$ cat config.mk
export PLATFORM = sky130hd
export DESIGN_NAME = traffic_rate_meter
export DESIGN_NICKNAME = d
export VERILOG_FILES = /design/src/hw/rtl/trm_pkg.sv /design/src/hw/rtl/trm_ctrl.sv /design/src/hw/rtl/trm_lane.sv /design/src/hw/rtl/traffic_rate_meter.sv
export VERILOG_INCLUDE_DIRS = /design/src /design/src/hw/rtl
export SDC_FILE = /design/constraint.sdc
export NUM_CORES = 2
export LEC_CHECK = 0
export ABC_AREA = 1
export BUFFER_PORTS_ARGS = -buffer_cell sky130_fd_sc_hd__buf_2
export CAP_MARGIN = 20
export CORE_ASPECT_RATIO = 1.5
export CORE_MARGIN = 5
export CORE_UTILIZATION = 54
export DETAILED_ROUTE_END_ITERATION = 7
export MAX_ROUTING_LAYER = met4
export PLACE_DENSITY = 0.7
export SYNTH_ARGS = -nofsm -noshare
export SYNTH_HDL_FRONTEND = slang
export SYNTH_SLANG_ARGS = --single-unit
$ cat constraint.sdc
create_clock -name clk_i -period 14.03 [get_ports clk_i]
set_input_delay 2.1045 -clock clk_i [delete_from_list [all_inputs] [get_ports clk_i]]
set_output_delay 2.1045 -clock clk_i [all_outputs]
set_load 0.02 [all_outputs]
$ cat src/hw/rtl/assert_macros.svh
// Assertion helpers, compiled out for synthesis.
`ifndef ASSERT_MACROS_SVH
`define ASSERT_MACROS_SVH
`ifndef SYNTHESIS
`define TRM_ASSERT_IMP(lbl, clk, rstn, ante, cons) \
  lbl: assert property (@(posedge clk) disable iff (!rstn) (ante) |-> (cons)) \
    else $error("assertion failed");
`define TRM_ASSERT_NXT(lbl, clk, rstn, ante, cons) \
  lbl: assert property (@(posedge clk) disable iff (!rstn) (ante) |=> (cons)) \
    else $error("assertion failed");
`else
`define TRM_ASSERT_IMP(lbl, clk, rstn, ante, cons)
`define TRM_ASSERT_NXT(lbl, clk, rstn, ante, cons)
`endif
`endif

$ cat src/hw/rtl/trm_pkg.sv
package trm_pkg;

  localparam int unsigned TOT_W  = 48;
  localparam int unsigned AVG_W  = 40;
  localparam int unsigned RATE_W = 32;
  localparam int unsigned LVL_W  = 8;
  localparam int unsigned Q8_W   = 9;
  localparam int unsigned FRAC_W = 8;
  localparam int unsigned CNT_W  = 6;

  localparam logic [CNT_W-1:0] CNT_LAST  = 6'd47;
  localparam logic [CNT_W-1:0] CNT_AVG   = 6'd40;
  localparam logic [CNT_W-1:0] CNT_DELTA = 6'd32;
  localparam logic [CNT_W-1:0] CNT_FRAC  = 6'd8;

  localparam logic [Q8_W-1:0] Q8_ONE   = 9'd256;
  localparam logic [Q8_W-1:0] Q8_RESET = 9'd230;

  localparam logic CFG_SAMPLE_WEIGHT = 1'b0;
  localparam logic CFG_PEAK_DECAY    = 1'b1;

  typedef logic [Q8_W-1:0] q8_t;

  typedef struct packed {
    logic             operation;
    logic             link_up;
    logic             counters_valid;
    logic [TOT_W-1:0] rx_total;
    logic [TOT_W-1:0] tx_total;
  } trm_in_t;

  typedef struct packed {
    logic [RATE_W-1:0] rx_rate_out;
    logic [RATE_W-1:0] tx_rate_out;
    logic [LVL_W-1:0]  rx_level;
    logic [LVL_W-1:0]  tx_level;
    logic              link_active;
    logic              refresh;
  } trm_out_t;

  typedef struct packed {
    logic op;
    logic up;
    logic valid;
  } trm_cmd_t;

  typedef struct packed {
    logic             idle;
    logic             load;
    logic             sub;
    logic             smo;
    logic             pk;
    logic             div;
    logic             last;
    logic             wr;
    logic [CNT_W-1:0] cnt;
  } trm_ctl_t;

endpackage

$ cat src/hw/rtl/trm_ctrl.sv
module trm_ctrl import trm_pkg::*; #(
  parameter int unsigned LEVELS = 16
) (
  input  logic     clk_i,
  input  logic     rst_ni,
  input  logic     start_i,
  input  logic     out_free_i,
  output trm_ctl_t ctl_o
);

  localparam int unsigned QB  = $clog2(LEVELS);
  localparam int unsigned ITW = (QB > 1) ? $clog2(QB) : 1;
  localparam logic [ITW-1:0] IT_LAST = ITW'(QB - 1);

  typedef enum logic [2:0] {
    S_IDLE,
    S_SUB,
    S_SMO,
    S_PK,
    S_DIV,
    S_WAIT
  } state_e;

  state_e           state_q;
  logic [CNT_W-1:0] cnt_q;
  logic [ITW-1:0]   it_q;
  logic             last;

  assign last = (cnt_q == CNT_LAST);

  always_ff @(posedge clk_i or negedge rst_ni) begin
    if (!rst_ni) begin
      state_q <= S_IDLE;
      cnt_q   <= '0;
      it_q    <= '0;
    end else begin
      case (state_q)
        S_IDLE: begin
          cnt_q <= '0;
          if (start_i) begin
            state_q <= S_SUB;
          end
        end
        S_SUB: begin
          cnt_q <= last ? '0 : cnt_q + 1'b1;
          if (last) begin
            state_q <= S_SMO;
          end
        end
        S_SMO: begin
          cnt_q <= last ? '0 : cnt_q + 1'b1;
          if (last) begin
            state_q <= S_PK;
          end
        end
        S_PK: begin
          cnt_q <= last ? '0 : cnt_q + 1'b1;
          it_q  <= '0;
          if (last) begin
            state_q <= S_DIV;
          end
        end
        S_DIV: begin
          cnt_q <= last ? '0 : cnt_q + 1'b1;
          if (last) begin
            if (it_q == IT_LAST) begin
              state_q <= S_WAIT;
            end else begin
              it_q <= it_q + 1'b1;
            end
          end
        end
        S_WAIT: begin
          if (out_free_i) begin
            state_q <= S_IDLE;
          end
        end
        default: begin
          state_q <= S_IDLE;
        end
      endcase
    end
  end

  assign ctl_o.idle = (state_q == S_IDLE);
  assign ctl_o.load = (state_q == S_IDLE) && start_i;
  assign ctl_o.sub  = (state_q == S_SUB);
  assign ctl_o.smo  = (state_q == S_SMO);
  assign ctl_o.pk   = (state_q == S_PK);
  assign ctl_o.div  = (state_q == S_DIV);
  assign ctl_o.last = last;
  assign ctl_o.wr   = (state_q == S_WAIT) && out_free_i;
  assign ctl_o.cnt  = cnt_q;

endmodule

$ cat src/hw/rtl/trm_lane.sv
module trm_lane import trm_pkg::*; #(
  parameter int unsigned LEVELS = 16
) (
  input  logic              clk_i,
  input  logic              rst_ni,
  input  trm_ctl_t          ctl_i,
  input  trm_cmd_t          cmd_i,
  input  q8_t               w_i,
  input  q8_t               wb_i,
  input  q8_t               d_i,
  input  logic [TOT_W-1:0]  total_i,
  output logic [RATE_W-1:0] rate_o,
  output logic [LVL_W-1:0]  level_o,
  output logic              peak_nz_o
);

  localparam int unsigned QB = $clog2(LEVELS);
  localparam logic [LVL_W-1:0] LMAX = LVL_W'(LEVELS - 1);

  // state
  logic [TOT_W-1:0] base_q;
  logic [AVG_W-1:0] av_q;
  logic [AVG_W-1:0] pk_q;

  // serial working registers
  logic [TOT_W-1:0] tot_q;
  logic [AVG_W-1:0] dl_q;
  logic [AVG_W-1:0] nav_q;
  logic [AVG_W-1:0] dec_q;
  logic [TOT_W-1:0] nr_q;
  logic [TOT_W-1:0] dv_q;
  logic [TOT_W-1:0] df_q;
  logic             brw_q;
  logic             hi_q;
  logic             ge_q;
  logic             ge2_q;
  logic [Q8_W-1:0]  acc_a_q;
  logic [Q8_W-1:0]  acc_p_q;
  logic [LVL_W-1:0] acc_n_q;
  logic [LVL_W-1:0] q_q;

  logic             lo40, lo32, hi8;
  logic             sa, sb, diff, brw_d, hi_d, upd;
  logic             dbit, abit, pbit, nbit, pkbit, dcbit;
  logic [Q8_W:0]    sum_a, sum_p;
  logic [LVL_W:0]   sum_n;
  logic [AVG_W-1:0] pk_nx;

  assign lo40 = (ctl_i.cnt < CNT_AVG);
  assign lo32 = (ctl_i.cnt < CNT_DELTA);
  assign hi8  = (ctl_i.cnt >= CNT_FRAC);

  // one serial subtractor, shared by the delta and the divide steps
  assign sa    = ctl_i.sub ? tot_q[0] : nr_q[0];
  assign sb    = ctl_i.sub ? base_q[0] : dv_q[0];
  assign diff  = sa ^ sb ^ brw_q;
  assign brw_d = (~sa & sb) | (~(sa ^ sb) & brw_q);
  assign hi_d  = hi_q | diff;
  assign upd   = cmd_i.valid && (cmd_i.op || cmd_i.up);

  assign dbit  = lo40 && dl_q[0];
  assign abit  = lo40 && av_q[0];
  assign pbit  = lo40 && pk_q[0];
  assign nbit  = lo40 && nav_q[0];
  assign pkbit = pk_q[0];
  assign dcbit = dec_q[0];

  assign sum_a = (Q8_W+1)'(acc_a_q) + (dbit ? (Q8_W+1)'(w_i) : '0)
               + (abit ? (Q8_W+1)'(wb_i) : '0);
  assign sum_p = (Q8_W+1)'(acc_p_q) + (pbit ? (Q8_W+1)'(d_i) : '0);
  assign sum_n = (LVL_W+1)'(acc_n_q) + (nbit ? (LVL_W+1)'(LMAX) : '0);

  assign pk_nx = ge_q ? nav_q : dec_q;

  always_ff @(posedge clk_i or negedge rst_ni) begin
    if (!rst_ni) begin
      base_q <= '0;
      av_q   <= '0;
      pk_q   <= '0;
    end else if (ctl_i.load) begin
      if (cmd_i.op) begin
        av_q <= '0;
        pk_q <= '0;
      end
    end else if (ctl_i.sub) begin
      if (ctl_i.last && upd) begin
        base_q <= {tot_q[0], tot_q[TOT_W-1:1]};
      end else begin
        base_q <= {base_q[0], base_q[TOT_W-1:1]};
      end
    end else if (ctl_i.smo) begin
      if (lo40) begin
        av_q <= {av_q[0], av_q[AVG_W-1:1]};
        pk_q <= {pk_q[0], pk_q[AVG_W-1:1]};
      end
    end else if (ctl_i.pk) begin
      if (ctl_i.last) begin
        av_q <= cmd_i.up ? nav_q : '0;
        pk_q <= cmd_i.up ? pk_nx : '0;
      end else if (lo40) begin
        pk_q <= {pk_q[0], pk_q[AVG_W-1:1]};
      end
    end
  end

  always_ff @(posedge clk_i) begin
    if (ctl_i.load) begin
      tot_q   <= total_i;
      dl_q    <= '0;
      hi_q    <= 1'b0;
      brw_q   <= 1'b0;
      acc_a_q <= '0;
      acc_p_q <= '0;
      acc_n_q <= '0;
      ge_q    <= 1'b1;
      ge2_q   <= 1'b1;
      q_q     <= '0;
    end else if (ctl_i.sub) begin
      tot_q <= {tot_q[0], tot_q[TOT_W-1:1]};
      brw_q <= ctl_i.last ? 1'b0 : brw_d;
      if (lo32) begin
        dl_q <= {diff, dl_q[AVG_W-1:1]};
      end else begin
        hi_q <= hi_d;
      end
      if (ctl_i.last) begin
        if (cmd_i.op) begin
          dl_q[AVG_W-1:FRAC_W] <= '0;
        end else if (hi_d) begin
          dl_q[AVG_W-1:FRAC_W] <= '1;
        end
      end
    end else if (ctl_i.smo) begin
      if (lo40) begin
        dl_q <= {dl_q[0], dl_q[AVG_W-1:1]};
      end
      acc_a_q <= sum_a[Q8_W:1];
      acc_p_q <= sum_p[Q8_W:1];
      if (hi8) begin
        nav_q <= {sum_a[0], nav_q[AVG_W-1:1]};
        dec_q <= {sum_p[0], dec_q[AVG_W-1:1]};
      end
    end else if (ctl_i.pk) begin
      if (lo40) begin
        nav_q <= {nav_q[0], nav_q[AVG_W-1:1]};
        dec_q <= {dec_q[0], dec_q[AVG_W-1:1]};
        if (nbit != pkbit) begin
          ge_q <= nbit;
        end
        if (nbit != dcbit) begin
          ge2_q <= nbit;
        end
      end
      acc_n_q <= sum_n[LVL_W:1];
      nr_q    <= {sum_n[0], nr_q[TOT_W-1:1]};
      if (ctl_i.last) begin
        dv_q <= TOT_W'(pk_nx) << (QB - 1);
      end
    end else if (ctl_i.div) begin
      df_q <= {diff, df_q[TOT_W-1:1]};
      if (ctl_i.last) begin
        brw_q <= 1'b0;
        nr_q  <= brw_d ? {nr_q[0], nr_q[TOT_W-1:1]} : {diff, df_q[TOT_W-1:1]};
        dv_q  <= {1'b0, dv_q[0], dv_q[TOT_W-1:2]};
        q_q   <= {q_q[LVL_W-2:0], ~brw_d};
      end else begin
        brw_q <= brw_d;
        nr_q  <= {nr_q[0], nr_q[TOT_W-1:1]};
        dv_q  <= {dv_q[0], dv_q[TOT_W-1:1]};
      end
    end
  end

  assign rate_o    = av_q[AVG_W-1:FRAC_W];
  assign peak_nz_o = |pk_q;
  assign level_o   = !peak_nz_o ? '0 : ((ge_q || ge2_q) ? LMAX : q_q);

endmodule

$ cat src/hw/rtl/traffic_rate_meter.sv
// channel  dir  handshake                 payload
// in       in   in_valid_i / in_stall_o   in_data_i   (trm_in_t)
// out      out  out_valid_o / out_stall_i out_data_o  (trm_out_t)
// cfg      in   cfg_we_i                  cfg_idx_i, cfg_data_i
//
// One item at a time: delta, smoothing and peak steps, then one divider pass
// per quotient bit ($clog2(LEVELS) bits) in the bit-serial divider. Result
// is registered in the final step; next item can be taken the cycle after.
// Reset clears baselines, averages, peaks, out_valid; weights go to Q8_RESET.
// A stalled result holds the block in its final step until taken.
`include "assert_macros.svh"

module traffic_rate_meter import trm_pkg::*; #(
  parameter int unsigned LEVELS = 16
) (
  input  logic            clk_i,
  input  logic            rst_ni,
  input  logic            in_valid_i,
  output logic            in_stall_o,
  input  trm_in_t         in_data_i,
  output logic            out_valid_o,
  input  logic            out_stall_i,
  output trm_out_t        out_data_o,
  input  logic            cfg_we_i,
  input  logic            cfg_idx_i,
  input  logic [Q8_W-1:0] cfg_data_i
);

  localparam logic [LVL_W-1:0] LVL_MAX = LVL_W'(LEVELS - 1);

  trm_ctl_t          ctl;
  trm_cmd_t          cmd, cmd_q;
  q8_t               sw_q, pd_q, w_c, w_eff, wb, d_c;
  logic              was_up_q, out_valid_q, out_free;
  trm_out_t          out_q;
  logic [RATE_W-1:0] rx_rate, tx_rate;
  logic [LVL_W-1:0]  rx_lvl, tx_lvl;
  logic              rx_nz, tx_nz, refresh;
  logic              lvl_ok, down_zero;

  always_ff @(posedge clk_i or negedge rst_ni) begin
    if (!rst_ni) begin
      sw_q <= Q8_RESET;
      pd_q <= Q8_RESET;
    end else if (cfg_we_i) begin
      case (cfg_idx_i)
        CFG_SAMPLE_WEIGHT: sw_q <= cfg_data_i;
        CFG_PEAK_DECAY:    pd_q <= cfg_data_i;
        default: ;
      endcase
    end
  end

  assign w_c   = (sw_q > Q8_ONE) ? Q8_ONE : sw_q;
  assign d_c   = (pd_q > Q8_ONE) ? Q8_ONE : pd_q;
  assign w_eff = cmd.valid ? w_c : '0;
  assign wb    = Q8_ONE - w_eff;

  assign in_stall_o = !ctl.idle;
  assign out_free   = !out_valid_q || !out_stall_i;

  assign cmd = ctl.load ? trm_cmd_t'{op: in_data_i.operation, up: in_data_i.link_up,
                                     valid: in_data_i.counters_valid} : cmd_q;

  always_ff @(posedge clk_i) begin
    if (ctl.load) begin
      cmd_q <= cmd;
    end
  end

  trm_ctrl #(.LEVELS(LEVELS)) u_ctrl (
    .clk_i      (clk_i),
    .rst_ni     (rst_ni),
    .start_i    (in_valid_i),
    .out_free_i (out_free),
    .ctl_o      (ctl)
  );

  trm_lane #(.LEVELS(LEVELS)) u_rx (
    .clk_i     (clk_i),
    .rst_ni    (rst_ni),
    .ctl_i     (ctl),
    .cmd_i     (cmd),
    .w_i       (w_eff),
    .wb_i      (wb),
    .d_i       (d_c),
    .total_i   (in_data_i.rx_total),
    .rate_o    (rx_rate),
    .level_o   (rx_lvl),
    .peak_nz_o (rx_nz)
  );

  trm_lane #(.LEVELS(LEVELS)) u_tx (
    .clk_i     (clk_i),
    .rst_ni    (rst_ni),
    .ctl_i     (ctl),
    .cmd_i     (cmd),
    .w_i       (w_eff),
    .wb_i      (wb),
    .d_i       (d_c),
    .total_i   (in_data_i.tx_total),
    .rate_o    (tx_rate),
    .level_o   (tx_lvl),
    .peak_nz_o (tx_nz)
  );

  assign refresh = cmd_q.up ? (!was_up_q || rx_nz || tx_nz) : was_up_q;

  always_ff @(posedge clk_i or negedge rst_ni) begin
    if (!rst_ni) begin
      out_valid_q <= 1'b0;
      was_up_q    <= 1'b0;
    end else begin
      if (ctl.wr) begin
        out_valid_q <= 1'b1;
        was_up_q    <= cmd_q.up;
      end else if (!out_stall_i) begin
        out_valid_q <= 1'b0;
      end
    end
  end

  always_ff @(posedge clk_i) begin
    if (ctl.wr) begin
      out_q.rx_rate_out <= rx_rate;
      out_q.tx_rate_out <= tx_rate;
      out_q.rx_level    <= rx_lvl;
      out_q.tx_level    <= tx_lvl;
      out_q.link_active <= cmd_q.up;
      out_q.refresh     <= refresh;
    end
  end

  assign out_valid_o = out_valid_q;
  assign out_data_o  = out_q;

  assign lvl_ok    = (out_q.rx_level <= LVL_MAX) && (out_q.tx_level <= LVL_MAX);
  assign down_zero = (out_q.rx_rate_out == '0) && (out_q.tx_rate_out == '0)
                  && (out_q.rx_level == '0) && (out_q.tx_level == '0);

  `TRM_ASSERT_IMP(a_wr_free, clk_i, rst_ni, ctl.wr, !(out_valid_q && out_stall_i))
  `TRM_ASSERT_NXT(a_busy_after_accept, clk_i, rst_ni, ctl.load, in_stall_o)
  `TRM_ASSERT_IMP(a_level_range, clk_i, rst_ni, out_valid_q, lvl_ok)
  `TRM_ASSERT_IMP(a_down_zero, clk_i, rst_ni, out_valid_q && !out_q.link_active, down_zero)

endmodule
---- Word-level counts from Yosys, hierarchy flattened ----
Index checks and enable logic that the tools add are counted.
storage, ports and cells
  bits in registers ....................... 1,072
  input port bits ......................... 114
  output and inout port bits .............. 84
  logic and storage cells ................. 312
cells by class
  $add $sub $neg .......................... 11
  $lt $le $gt $ge ......................... 5
  equality and inequality tests ........... 27
  multiplexer cells ....................... 127
  bitwise logic cells ..................... 26
  reduce and logical (&&, ||, !) cells .... 60
operator list
  kind                 number
  $mux 40              55
  $mux 48              22
  $mux 32              6
  $mux 9               9
  $reduce_or 40->1     2
  $reduce_and 5->1     9
  $add 9x10->10        4
  $mux 3               8
  $add 10x10->10       2
  $ne 2x1->1 const B   10
  $add 8x9->9          2
  $gt 9x9->1 const B   2
  $pmux 3 s6           1
  $mux 1               17
  $mux 4               4
  $reduce_bool 2->1    8
  $reduce_and 3->1     5
  $not 1->1            14
  $logic_and 1x1->1    12
  $lt 6x6->1 const B   2
  $pmux 6 s2           1
  $reduce_and 2->1     6
  $ne 2x2->1 const B   5
  $sub 9x9->9 const A  1
  24 further kinds     49

---- Depth between registers and ports, before layout ----
  word-level depth ........................ 11
  depth in mapped cells ................... 23
  gate-level depth less buffers ........... 22

---- Hierarchy ----
Synthesis repeated with hierarchy kept, for this count alone.
unflattened totals
  cells, all modules ...................... 5,559
  area total of the unflattened synthesis .. 50,569.8 um2
by module, submodules not included
  module              instances  cells an instance  area an instance (um2)  sequential area each (um2)
  trm_lane (u_tx)     1          2,601              23,063.4                12,902.4
  trm_lane (u_rx)     1          2,590              22,944.5                12,902.4
  traffic_rate_meter  1          271                3,851.2                 3,065.4
  trm_ctrl            1          97                 710.7                   275.3

---- Worst setup path before layout ----
OpenSTA, ideal clock, no wires.
  path type ............................... register -> register
  start ................................... register u_ctrl.state_q[1]
  end ..................................... register u_rx.dv_q[0], enable pin
  setup time .............................. 0.582 ns
  data arrival time ....................... 7.788 ns
  required time ........................... 13.448 ns
  path slack .............................. 5.659 ns
  cell stages (with the launch flop) ...... 7
  path through ............................ dfrtp_1 inv_1 nor2_2 nand2_1 nand2_1 inv_1 a21oi_1
on the way
  word-level cells in the longest chain between the ends .. 4
RTL lines
  element                                                             RTL line         RTL
  from (decl)                                                         trm_ctrl.sv:24   state_e state_q;
  from (signal assigned)                                              trm_ctrl.sv:33   state_q <= S_IDLE;
  from (signal assigned)                                              trm_ctrl.sv:41   state_q <= S_SUB;
  from (signal assigned)                                              trm_ctrl.sv:47   state_q <= S_SMO;
  parallel branches: the longest is 3 deep, another holds $eq 3x2->1  -
  $reduce_and 5->1 (no source line) *                                 -
  to (signal assigned)                                                trm_lane.sv:157  dv_q <= TOT_W'(pk_nx) << (QB - 1);
  to (signal assigned)                                                trm_lane.sv:164  dv_q <= {1'b0, dv_q[0], dv_q[TOT_W-1:2]};
  to (signal assigned)                                                trm_lane.sv:169  dv_q <= {dv_q[0], dv_q[TOT_W-1:1]};
  to (decl)                                                           trm_lane.sv:31   logic [TOT_W-1:0] dv_q;
Every way passes the cells marked *.
A chain may end at the register's enable or synchronous reset.

---- Worst setup path after layout ----
  start ................................... input in_valid_i
  end ..................................... register u_rx.acc_a_q[6]
on the way
  word-level cells in the longest chain between the ends .. 6
RTL lines
  element                                  RTL line                                  RTL
  from (decl)                              traffic_rate_meter.sv:18                  input logic in_valid_i,
  $logic_and 1x1->1 *                      trm_ctrl.sv:86                            assign ctl_o.load = (state_q == S_IDLE) && start_i;
  $mux 3                                   traffic_rate_meter.sv:62                  assign cmd = ctl.load ? trm_cmd_t'{op: in_data_i.operation, up: in_data_i.link_up,
  $mux 9                                   traffic_rate_meter.sv:56                  assign w_eff = cmd.valid ? w_c : '0;
  $mux 9 or $sub 9x9->9 (tied branches)    trm_lane.sv:68, traffic_rate_meter.sv:57
  $add 9x10->10 or $mux 9 (tied branches)  trm_lane.sv:68, trm_lane.sv:69
  $add 10x10->10                           trm_lane.sv:69                            + (abit ? (Q8_W+1)'(wb_i) : '0);
  to (signal assigned)                     trm_lane.sv:137                           acc_a_q <= sum_a[Q8_W:1];
  to (decl)                                trm_lane.sv:37                            logic [Q8_W-1:0] acc_a_q;
Mark *: on every way between the ends. The rest lies on a longest branch, timed or not.

==> summary.md <==
| Metric | Value |
|---|---|
| Status | `finished clean` |
| Fillers | `7621` |
| Maximum number of pins on one net before global-route repair | `164` |
| GR Util met3 | `2.89%` |
| Met1 usage | `28.7%` |
| Met2 Use GR | `37.2%` |
| Critical-path top delay cell | `fa_1` |
| Io pins | `198` |
| Final count of negative-setup-slack endpoints | `0` |
| WS Path Type | `in2reg` |
| Die X-Extent | `256 um` |
| GRT Max-Usage Layer | `met2` |
| Post-cts resize count | `0` |
| Lkg Pwr | `23.7 nW` |
| Gpl congestion | `0.840` |
| Growth of design area from synthesis to finish | `10.0%` |
| Vias in the first global route | `34949` |
| Total Nets Final | `5405` |
| Clock tree buffer depth | `3` |
| Post-Syn Instances | `5188` |
| WP data arrival | `6.14 ns` |
| Sequential fraction of the synthesis area | `59.2%` |
| Core area | `0.0904 sq mm` |
| Syn Nets | `5373` |
| Dpl cells | `6281` |
| Power per cell area | `131 mW/mm^2` |
| Synth warn | `0` |
| Starting Density | `54.4%` |
| DRC viols | `0` |
| CP max FO | `38` |
| Crit end category | `flop` |
| Number of synthesized register bits | `1070` |
| Crit-path most repeated cell | `nand2_1` |
| Ant. Diodes | `0` |
| CTS root buf | `clkbuf_16` |
| Share of layout cells above drive strength 1 | `10.5%` |
| Primary FF master, synth | `edfxtp_1` |
| DRT antenna net count | `0` |
| Post CTS Setup Buffer Count | `0` |
| CTS HTree Levels | `3` |
| Die H | `380 um` |
| CP bufs+invs | `3` |
| TritonCTS clock tree | `done` |
| Site Rows | `135` |
| Hold Path Class | `reg2reg` |
| DRT Pass-1 Iters | `7` |
| Pins Over Slew Limit | `0` |
| Crit start category | `input port` |
| Setup_tns | `0 ns` |
| Sinks on the clock net | `1070` |
| Post-synth cell types | `50` |
| Clock Skews | `0.0314 ns` |
| Synthesized cell area | `0.0492 sq mm` |
| Synth async-reset ratio | `26.8%` |
| RSZ-0062 raised after global routing | `false` |
| Post-Layout Cell Count | `6471` |
| Crit-path cells | `buf_2 -> nand3_4 -> nand2_1 -> nand2_1 -> nand3_1 -> ha_1 -> nand2_1 -> o21ai_0 -> o211ai_1 -> fa_1 -> inv_1 -> ha_1 -> a21oi_1 -> nand2_1 -> a21oi_1 -> or2_2 -> nand3_1 -> o211ai_1 -> inv_1` |
| CTS Buf Count | `99` |
| Slew HR | `27.4%` |
| Crit path max-delay family | `simple AND/OR/NAND/NOR gates` |
| CTS clk-pin slew, worst paths | `0.06 ns` |
| Hold Buf Count CTS | `0` |
| Initial antenna violation count | `0` |
| Max cap viols | `0` |
| Global-route wire length before repair | `177 mm` |
| Overall routing resource usage | `22.1%` |
| Number of synthesized flops with an enable pin | `627` |
| Routed via count | `36186` |
| Via/cell ratio | `5.59` |
| WL/cell | `16.6 um` |
| Worst Path Required | `14.61 ns` |
| Max Freq | `180 MHz` |
| First DRT Iteration DRCs | `3064` |
| Pwr Total | `7.11 mW` |
| Worst-Skew Late Latency | `0.70 ns` |
| Syn Area/Cell | `9.48 sq um` |
| GRT Residual Overflow | `0` |
| Die area | `0.0974 sq mm` |
| Worst vdd ir | `0.000102 V` |
| I/O Buffers | `197` |
| Slew @ Worst Pin | `1.09 ns` |
| Tmin final | `5.56 ns` |
| DPL Wire Length | `66.1 mm` |
| Final period util | `39.6%` |
| Endpoints failing hold | `0` |
| Final wirelength | `107 mm` |
| CP max stage delay | `0.52 ns` |
[cells in the mapped netlist, types with 5 or more instances]
cell      number  area share (%)
nand2_1      984             7.5
o21ai_0      736             7.5
inv_1        730             5.6
edfxtp_1     627              38
nand3_1      460             4.7
a21oi_1      284             2.9
dfrtp_1      277              14
clkbuf_1     206             1.6
dfxtp_1      156             6.3
nor2_1       131             1.0
mux2_2        94             2.2
o221ai_1      76             1.4
buf_2         75            0.76
ha_1          45             1.1
o211ai_1      33            0.50
o21ai_1       28            0.28
fa_1          26             1.1
buf_1         25            0.19
nand4_1       25            0.32
nor3_1        23            0.23
xor2_1        21            0.37
o22ai_1       18            0.23
or2_2         14            0.18
inv_2         11           0.084
o21bai_1      11            0.17
dfstp_2       10            0.53
a21o_1         6           0.092
buf_6          6            0.14
a31oi_1        5           0.064
[where the power goes]
group          switching, mW  internal (mW)  total (mW)
clock network           1.20           1.51        2.71
logic                  0.402          0.323       0.725
registers              0.132           3.54        3.67
[worst reg2reg max path: cells and delay by family, from the launching register on]
kind / cells / cell delay, ns
AOI/OAI and AO/OA: 5 / 0.89
adders and majority gates: 3 / 1.12
buffers and inverters: 2 / 0.09
DFF: 1 / 0.43
and+or+nand+nor: 9 / 2.11
[layout make-up]
| type | instances | area (sq um) | share of cell area, % |
|---|---|---|---|
| well taps | 1164 | 1460 | 2.69 |
| inverters | 743 | 2800 | 5.18 |
| clock buffers | 140 | 2760 | 5.10 |
| repair buffers | 244 | 1410 | 2.60 |
| clock inverters | 48 | 484 | 0.895 |
| multi-input cells | 3062 | 16100 | 29.7 |
| flip-flops and latches | 1070 | 29100 | 53.9 |
[stage by stage]
step / instance area, sq um / worst slack [ns] / hold WS [ns] / util [%]
6_report: 54100 / 8.47 / 0.438 / 59.9
5_1_grt: 54100 / 8.22 / 0.451 / 59.9
4_1_cts: 54100 / 8.54 / 0.444 / 59.8
3_5_place_dp: 50800 / 7.80 / 0.430 / 56.2
3_3_place_gp: 50800 / 7.87 / 0.424 / 56.2
2_1_floorplan: 49200 / 5.66 / 0.422 / -
[kinds of logic after synthesis]
| kind of cell | synth area share (%) |
|---|---|
| simple gates | 14.3 |
| compound gates | 13.3 |
| flops | 59.2 |
| buf+inv | 8.35 |
| mux | 2.17 |
| fa+ha+maj | 2.20 |
| xor+xnor | 0.427 |
[sequential cells by signal, summed over array words and instances, names as in the netlist, 47 cells and up]
register and flops:
u_rx.dv_q 48, u_tx.base_q 48, u_tx.dv_q 48, u_rx.nr_q 48, u_tx.nr_q 48, u_rx.base_q 48
u_tx.tot_q 48, u_rx.tot_q 48, u_tx.df_q 47, out_data_o 82, u_rx.df_q 47
[cell usage in the layout, fill, tap and decap left out, drive strengths merged, types with 136 or more instances in the layout]
cell type  instances
clkbuf           140
nand2            988
edfxtp           627
a21oi            286
nor2             136
nand3            463
dfrtp            277
inv              745
dfxtp            156
buf              244
o21ai            766
[layer usage]
metal | wire (um) | up-vias
met5 | 0 | -
met4 | 2130 | 0
met3 | 5770 | 149
met2 | 53600 | 1016
met1 | 45900 | 17485
li1 | - | 17536
[path summary, 6_finish.rpt]
path / startpoint / end / slack, ns / cells past startpoint
setup / recovery: in_valid_i / u_rx.acc_a_q[6] / 8.47 / 19
hold / removal: u_rx.df_q[42] / u_rx.df_q[41] / 0.44 / 0
setup reg to reg: u_ctrl.state_q[0] / u_rx.acc_a_q[6] / 9.28 / 19
hold reg to reg: u_rx.df_q[42] / u_rx.df_q[41] / 0.44 / 0
max in group asynchronous: rst_ni / u_tx.av_q[35] / 11.26 / 2
min in group asynchronous: rst_ni / pd_q[0] / 1.36 / 1
Power figures use the tool's default switching activity.
